===== src/r250_pkg.sv =====
// Shared types, constants and the power-up table of the R250 generator.
`default_nettype none
package r250_pkg;

    localparam int unsigned RingLen = 250;
    localparam int unsigned AddrW = 8;
    localparam int unsigned WordW = 16;
    localparam logic [AddrW-1:0] FarLag = 8'd103;
    localparam logic [AddrW-1:0] WrapPoint = 8'd147;
    localparam logic [AddrW-1:0] LastPos = 8'd249;
    localparam logic [AddrW-1:0] DiagFirst = 8'd3;
    localparam logic [AddrW-1:0] DiagStep = 8'd11;
    localparam logic [31:0] LcgMul = 32'h015A_4E35;
    localparam logic [14:0] TopLimit = 15'h4001;

    localparam logic CmdReseed = 1'b0;
    localparam logic CmdDraw = 1'b1;

    function automatic logic [31:0] lcg_jump_mul();
        logic [31:0] a;
        a = 32'd1;
        for (int i = 0; i < RingLen; i++) begin
            a = a * LcgMul;
        end
        return a;
    endfunction

    function automatic logic [31:0] lcg_jump_add();
        logic [31:0] c;
        c = 32'd0;
        for (int i = 0; i < RingLen; i++) begin
            c = c * LcgMul + 32'd1;
        end
        return c;
    endfunction

    localparam logic [31:0] JumpMul = lcg_jump_mul();
    localparam logic [31:0] JumpAdd = lcg_jump_add();

    typedef struct packed {
        logic             en;
        logic [AddrW-1:0] addr_a;
        logic [AddrW-1:0] addr_b;
    } t_store_rd;

    typedef struct packed {
        logic             en;
        logic [AddrW-1:0] addr;
        logic [WordW-1:0] data;
    } t_store_wr;

    typedef struct packed {
        logic             start;
        logic             step;
        logic [WordW-1:0] seed;
    } t_lcg_ctl;

    localparam logic [WordW-1:0] InitTable [RingLen] = '{
        16'd15301,  -16'd7772,  16'd10921,  -16'd9191,  16'd19316,
        -16'd22382, -16'd10809, -16'd16284, 16'd32360,
        -16'd15954, 16'd26124,  16'd25833,  -16'd31132, 16'd11030,
        16'd26232,  16'd13965,  16'd16051,  -16'd1901,
        -16'd9676,  16'd5184,   16'd15931,  -16'd25754, 16'd16845,
        16'd11371,  -16'd26912, 16'd10328,  16'd9139,
        16'd1684,   -16'd16868, -16'd6148,  16'd13297,  16'd1364,
        -16'd9508,  16'd15687,  -16'd2257,  16'd27771,
        16'd5277,   -16'd20908, 16'd31973,  -16'd18559, 16'd16327,
        16'd23408,  -16'd29471, -16'd13264, -16'd31926,
        -16'd3987,  -16'd7172,  16'd3472,   16'd21367,  -16'd9179,
        -16'd9191,  -16'd11501, 16'd7712,   -16'd9652,
        -16'd25762, 16'd10241,  -16'd15372, -16'd17541, 16'd1718,
        -16'd18649, -16'd17644, 16'd6010,   16'd29575,
        -16'd10564, 16'd30458,  16'd21966,  -16'd11087, 16'd10387,
        16'd4492,   16'd644,    -16'd8505,  -16'd23929,
        -16'd3716,  -16'd10948, -16'd24687, -16'd11484, -16'd5661,
        -16'd22408, -16'd15166, -16'd20845, 16'd286,
        16'd12071,  16'd3574,   -16'd4152,  16'd15592,  -16'd19859,
        16'd9711,   16'd23022,  -16'd30280, -16'd20043,
        -16'd16623, 16'd146,    16'd9053,   16'd5881,   -16'd28901,
        -16'd22256, -16'd12072, 16'd8529,   -16'd31192,
        -16'd581,   -16'd27270, 16'd12730,  16'd101,    16'd16208,
        16'd12607,  -16'd6615,  16'd22036,  16'd8221,
        16'd31337,  16'd11984,  16'd20290,  16'd26734,  16'd19552,
        16'd48,     16'd31940,  -16'd22088, -16'd30774,
        -16'd12192, -16'd4872,  16'd12809,  -16'd8218,  16'd17436,
        -16'd20806, 16'd19375,  16'd30,     16'd17425,
        16'd14117,  16'd5416,   16'd23853,  -16'd9753,  -16'd7541,
        16'd32074,  16'd26526,  16'd2192,   16'd11447,
        16'd11,     -16'd12090, -16'd30384, -16'd926,   -16'd653,
        16'd26899,  16'd25357,  16'd7667,   16'd3577,
        -16'd26122, -16'd14375, 16'd4,      -16'd7109,  -16'd8194,
        -16'd6979,  -16'd12303, 16'd1066,   16'd29237,
        -16'd28728, 16'd19370,  16'd17493,  -16'd27968, 16'd3,
        -16'd4068,  -16'd26660, 16'd17586,  -16'd599,
        16'd21716,  -16'd9064,  -16'd7376,  -16'd20581, -16'd10315,
        -16'd1656,  16'd1,      16'd32200,  -16'd3470,
        16'd22911,  16'd24090,  16'd10438,  -16'd24753, -16'd29172,
        16'd14999,  16'd2489,   -16'd22252, 16'd9898,
        -16'd25924, 16'd9245,   16'd593,    -16'd30679, -16'd24482,
        16'd30162,  -16'd39,    -16'd12196, 16'd27209,
        -16'd20119, -16'd28039, 16'd4612,   -16'd7139,  -16'd12626,
        -16'd9223,  -16'd2820,  16'd22377,  -16'd25226,
        16'd15190,  -16'd31065, -16'd1531,  16'd18090,  16'd11326,
        -16'd14697, -16'd2635,  -16'd6252,  16'd5580,
        16'd15231,  16'd9467,   16'd13161,  -16'd7036,  16'd7259,
        16'd317,    -16'd14568, 16'd2962,   16'd23006,
        16'd32280,  16'd6994,   16'd18751,  16'd5148,   -16'd12797,
        -16'd16166, -16'd13644, 16'd18552,  -16'd13272,
        -16'd11505, 16'd2804,   16'd17360,  16'd1919,   16'd19639,
        16'd2323,   16'd9448,   -16'd21715, 16'd11022,
        -16'd20036, 16'd31509,  -16'd16356, -16'd29938, -16'd26653,
        16'd19754,  16'd987,    16'd11521,  -16'd10042,
        -16'd27480, 16'd20664,  16'd2629,   -16'd14550, 16'd31009,
        -16'd11493, -16'd5793
    };

endpackage
`default_nettype wire


===== src/r250_lcg.sv =====
// Paired LCG streams 250 steps apart that build the reseed words.
`default_nettype none
module r250_lcg (
    input  wire logic               i_clk,
    input  wire r250_pkg::t_lcg_ctl i_ctl,
    output logic [15:0]             o_fill_word
);
    import r250_pkg::*;

    logic [31:0] r_lo;
    logic [31:0] r_hi;
    logic [31:0] n_lo;
    logic [31:0] n_hi;
    logic [31:0] start_hi;

    assign n_lo = r_lo * LcgMul + 32'd1;
    assign n_hi = r_hi * LcgMul + 32'd1;
    assign start_hi = JumpMul * {16'd0, i_ctl.seed} + JumpAdd;

    always_ff @(posedge i_clk) begin
        if (i_ctl.start) begin
            r_lo <= {16'd0, i_ctl.seed};
            r_hi <= start_hi;
        end else if (i_ctl.step) begin
            r_lo <= n_lo;
            r_hi <= n_hi;
        end
    end

    assign o_fill_word = {(n_hi[30:16] >= TopLimit), n_lo[30:16]};

endmodule
`default_nettype wire


===== config.mk =====
export PLATFORM = sky130hd
export DESIGN_NAME = r250_lcg
export DESIGN_NICKNAME = d
export VERILOG_FILES = /design/src/r250_pkg.sv /design/src/r250_lcg.sv
export SDC_FILE = /design/constraint.sdc
export NUM_CORES = 2
export LEC_CHECK = 0
export CORE_ASPECT_RATIO = 0.6
export CORE_MARGIN = 4
export CORE_UTILIZATION = 45
export CTS_CLUSTER_SIZE = 40
export DETAILED_ROUTE_END_ITERATION = 8
export DONT_BUFFER_PORTS = 1
export RECOVER_POWER = 100
export SKIP_CTS_REPAIR_TIMING = 1
export SLEW_MARGIN = 30
export SYNTH_ARGS = -nofsm -noshare
export SYNTH_HDL_FRONTEND = slang
export SYNTH_SLANG_ARGS = --single-unit

===== constraint.sdc =====
create_clock -name i_clk -period 11.2 [get_ports i_clk]
set_input_delay 0 -clock i_clk [delete_from_list [all_inputs] [get_ports i_clk]]
set_output_delay 0 -clock i_clk [all_outputs]
set_load 0.05 [all_outputs]

After elaboration in Yosys (flattened, before gate mapping). Cells that the tools add are included.

Logic and storage cells: 15. Output and inout port bits: 16. Bits of input ports: 19. Register bits after elaboration: 64.

$add $sub $neg: 3. Multiply operators: 3. Reductions and logical operators: 1. Muxes and demuxes: 4. $lt $le $gt $ge: 1.

Operators with widths (number): 32-bit by 1-bit adder with 32-bit output (second input constant) (2); 32-bit by 25-bit multiplier with 32-bit output (second input constant) (2); 32-bit 2-to-1 mux (2); 32-bit adder (second input constant) (1); 31-bit by 16-bit multiplier with 32-bit output (first input constant) (1); 16-bit 2-to-1 mux (2); 15-bit >= comparator (second input constant) (1); 2-bit nonzero test (1).

Depth between registers and ports, before layout.
Depth after elaboration: 4. Mapped depth: 23. Depth with buffers taken out: 23.

Least setup slack after synthesis. Ideal clock, no wire load.

Path kind: register to output. Start: reg r_hi[13]. End: out o_fill_word[15]. Data required time: 11.200 ns. Path buffers: 1. Data arrival time: 6.614 ns. Setup slack: 4.586 ns. Stages on the path, launching flop included: 23. Path through: edfxtp_1 > ha_1 > fa_1 > inv_1 > fa_1 > fa_1 > inv_1 > fa_1 > fa_1 > inv_1 > fa_1 > inv_1 > ha_1 > clkbuf_1 > a21oi_1 > a2bb2oi_1 > a21oi_1 > a2111o_1 > o221ai_1 > nand2b_1 > a21oi_1 > xnor2_1 > a41oi_1.

Cells in the longest elaborated chain, start to end: 3.

RTL lines: from (decl) (RTL line r250_lcg.sv:11) `logic [31:0] r_hi;`; from (signal assigned) (RTL line r250_lcg.sv:23) `r_hi <= start_hi;`; from (signal assigned) (RTL line r250_lcg.sv:26) `r_hi <= n_hi;`; 32-bit by 25-bit multiplier with 32-bit output (RTL line r250_lcg.sv:17) `assign n_hi = r_hi * LcgMul + 32'd1;`; 32-bit by 1-bit adder with 32-bit output (RTL line r250_lcg.sv:17); 15-bit >= comparator (RTL line r250_lcg.sv:30) `assign o_fill_word = {(n_hi[30:16] >= TopLimit), n_lo[30:16]};`; to (decl) (RTL line r250_lcg.sv:6) `output logic [15:0] o_fill_word`.

No other way between the ends.

Final worst setup path.
Start: reg r_hi[9]. End: out o_fill_word[15].

The elaborated chain is that of the path after synthesis.

==> qor.csv <==
stage,metric,value,unit
status,status,"complete, but fails checks",
status,violations,"capacitance limit, slew limit",
final_layout,fillers,5018,
logic_synthesis,synth_edf_count,47,
logic_synthesis,synth_area_leaders,"fa_1, ha_1, inv_1",
final_layout,nets,3446,
routing,drtAntennaViolNets,0,
clock_tree,h-tree-depth,3,
clock_tree,clk_latency,370,ps
logic_synthesis,synth_most_common_cell,inv_1,
clock_tree,cts_root_buf,clkbuf_16,
routing,drcViolationCount,0,
logic_synthesis,netlist_top_cells_count,"inv_1, ha_1, fa_1",
logic_synthesis,ys_types,67,
logic_synthesis,seq_area_frac_synth,0.0703,
floorplanning,die-width,308,µm
sta,report.final.slew_viol_count,49,
final_layout,final_layout_size_suffix_gt1_frac,0.0136,
clock_tree,cts_tree,yes,
setup_path,path_class,reg2out,
flow_run,drv_cap,2,
sta,min_period_over_period,0.740,
logic_synthesis,synth_nets,3428,
logic_synthesis,synth_top_area_frac,0.370,
logic_synthesis,syn_area,0.0244,mm²
sta,timing.fmax,121,MHz
sta,setup_violations,0,
logic_synthesis,synth_warnings,0,
floorplanning,io_pins,35,
sta,hold_viol,0,
global_routing,antenna_found_initial,1,
logic_synthesis,yosysTopAreaCell,fa_1,
logic_synthesis,avgSynthCellArea,9.82,µm²
place,io_buffers,0,
sta,min_period,8280,ps
final_layout,area_growth,5.45,%
floorplanning,std_cell_rows,65,
global_routing,grt_max_degree,99,
global_routing,grtUsageTotal,0.250,
logic_synthesis,dominantRegCellSynth,edfxtp_1,
place,hpwl,62000,µm
setup_path,arrival,8280,ps
sta,grt_setup_unrepaired,false,
routing,vias,17200,
clock_tree,numCtsBuffers,9,
routing,vias_per_cell,5.36,
routing,finalWirelength,71700,µm
final_layout,seq_area,0.00171,mm²
clock_tree,path_clk_slew,60,ps
floorplanning,die_h,188,µm
logic_synthesis,synthCells,2482,
logic_synthesis,synthArstFlopShare,0,
routing,drt-pass1-iter-count,5,
hold_path,hold_path.class,in2reg,
global_routing,grt_pass1_wl,109000,µm
floorplanning,die_area,0.0581,mm²
setup_path,crit_fanout,9,
setup_path,start_kind,flip-flop,
setup_path,end_kind,output pin,
setup_path,critPathRequiredTime,11200,ps
routing,drtIter0Drc,1529,
sta,setup_tns,0,ps
sta,clock_skew,19.2,ps
sta,slew-limit-headroom,-1.12,
final_layout,multiInputGateArea,0.0196,mm²
global_routing,grt.overflow.total,0,
clock_tree,cts_sinks,62,
global_routing,first_global_vias,17900,
place,gp_congestion,0.983,
sta,worstMarginPinSlew,3190,ps
clock_tree,cts_buffer_depth,2,
final_layout,antennaDiodeCount,0,
floorplanning,initial_core_util,0.459,
logic_synthesis,ys_ff_latch,62,
routing,wl_per_cell,22.4,µm
floorplanning,fp.coreArea,0.0530,mm²
layout by cell type (no fill, tap or decap), types with 4 or more instances in the layout:
cell type	synthesis	final
inv_1	767	767
ha_1	477	477
fa_1	450	450
xnor2_1	115	115
nand2_1	73	73
a21oi_1	63	64
o21ai_0	54	59
xor2_1	59	59
edfxtp_1	47	47
nor2_1	45	45
a21o_1	40	40
nand3_1	24	24
nand2b_1	19	19
nor3_1	19	19
mux2i_1	19	19
dlygate4sd3_1	0	19
dfxtp_1	15	15
and2_1	13	11
clkbuf_1	23	11
nand4_1	9	9
or3_1	9	9
clkbuf_16	0	9
o21a_1	8	8
a211oi_1	8	8
o211ai_1	7	8
a31oi_1	7	7
nor2b_1	7	7
o21bai_1	7	7
a21boi_0	4	6
o31ai_1	6	6
or2_2	6	6
nor4_1	4	5
and3_1	5	5
o221ai_1	5	5
a2111o_1	4	4
mux2_2	6	4
cells by family (layout without fill, tap and decap cells):
family / count (synthesis) / after routing / share of synthesized area
flip-flops: 62 / 62 / 0.0703
AO/OA/AOI/OAI: 259 / 259 / 0.0707
adder cells (fa/ha/maj): 927 / 927 / 0.615
XOR/XNOR: 174 / 174 / 0.0625
multiplexers: 25 / 25 / 0.0106
AND/OR/NAND/NOR: 243 / 243 / 0.0492
buffers and inverters: 792 / 815 / 0.122
worst paths after layout:
| path | from | to | slack (ps) | cells after the start |
|---|---|---|---|---|
| worst max-delay path | r_hi[9] | o_fill_word[15] | 2920 | 21 |
| worst min register to register | r_lo[30] | r_lo[30] | 550 | 2 |
| worst min-delay path | i_ctl[17] | r_hi[26] | 6 | 2 |
| worst max register to register | r_lo[16] | r_lo[29] | 3310 | 23 |
through the flow:
| step | setup WS (ps) | instances | utilization | area (µm²) | hold WS [ps] |
|---|---|---|---|---|---|
| global route | 2460 | 3208 | 0.485 | 25700 | 3.28 |
| global placement | 4200 | 3171 | 0.476 | 25200 | 78.1 |
| CTS | 3680 | 3187 | 0.482 | 25600 | -320 |
| floorplan | 4590 | 2482 | - | 24400 | 187 |
| finish | 2920 | 3208 | 0.485 | 25700 | 6.03 |
| detailed placement | 4140 | 3171 | 0.476 | 25300 | 79.8 |
layout make-up:
class,count,share of cell area
inverter,767,0.112
sequential,62,0.0666
timing repair buffer,32,0.0110
multi-input combinational,1628,0.765
clock inverter,6,0.00239
clock buffer,10,0.00891
tap,703,0.0342
sequential cells by signal, indices dropped and copies added (netlist names):
register and flops:
r_hi 31, r_lo 31
routing by layer:
metal	GRT usage	part of all wire
met1	0.416	0.51
met4	0.0245	0.0062
met5	0.0208	0.0022
met3	0.0911	0.13
met2	0.305	0.35
critical path, stage by stage (launching register included):
cell	delay (ps)
edfxtp_1	600
ha_1	450
fa_1	500
inv_1	50
fa_1	540
inv_1	50
ha_1	180
fa_1	480
fa_1	550
inv_1	50
fa_1	500
inv_1	50
ha_1	340
or3_1	350
o21ai_0	80
a21oi_1	60
a21oi_1	420
a21oi_1	220
o311ai_0	660
a31o_1	170
and4bb_1	220
a41oi_1	1370
Power is not shown: default switching activity piles up to over one toggle a cycle in this logic, so the estimate is an artifact.
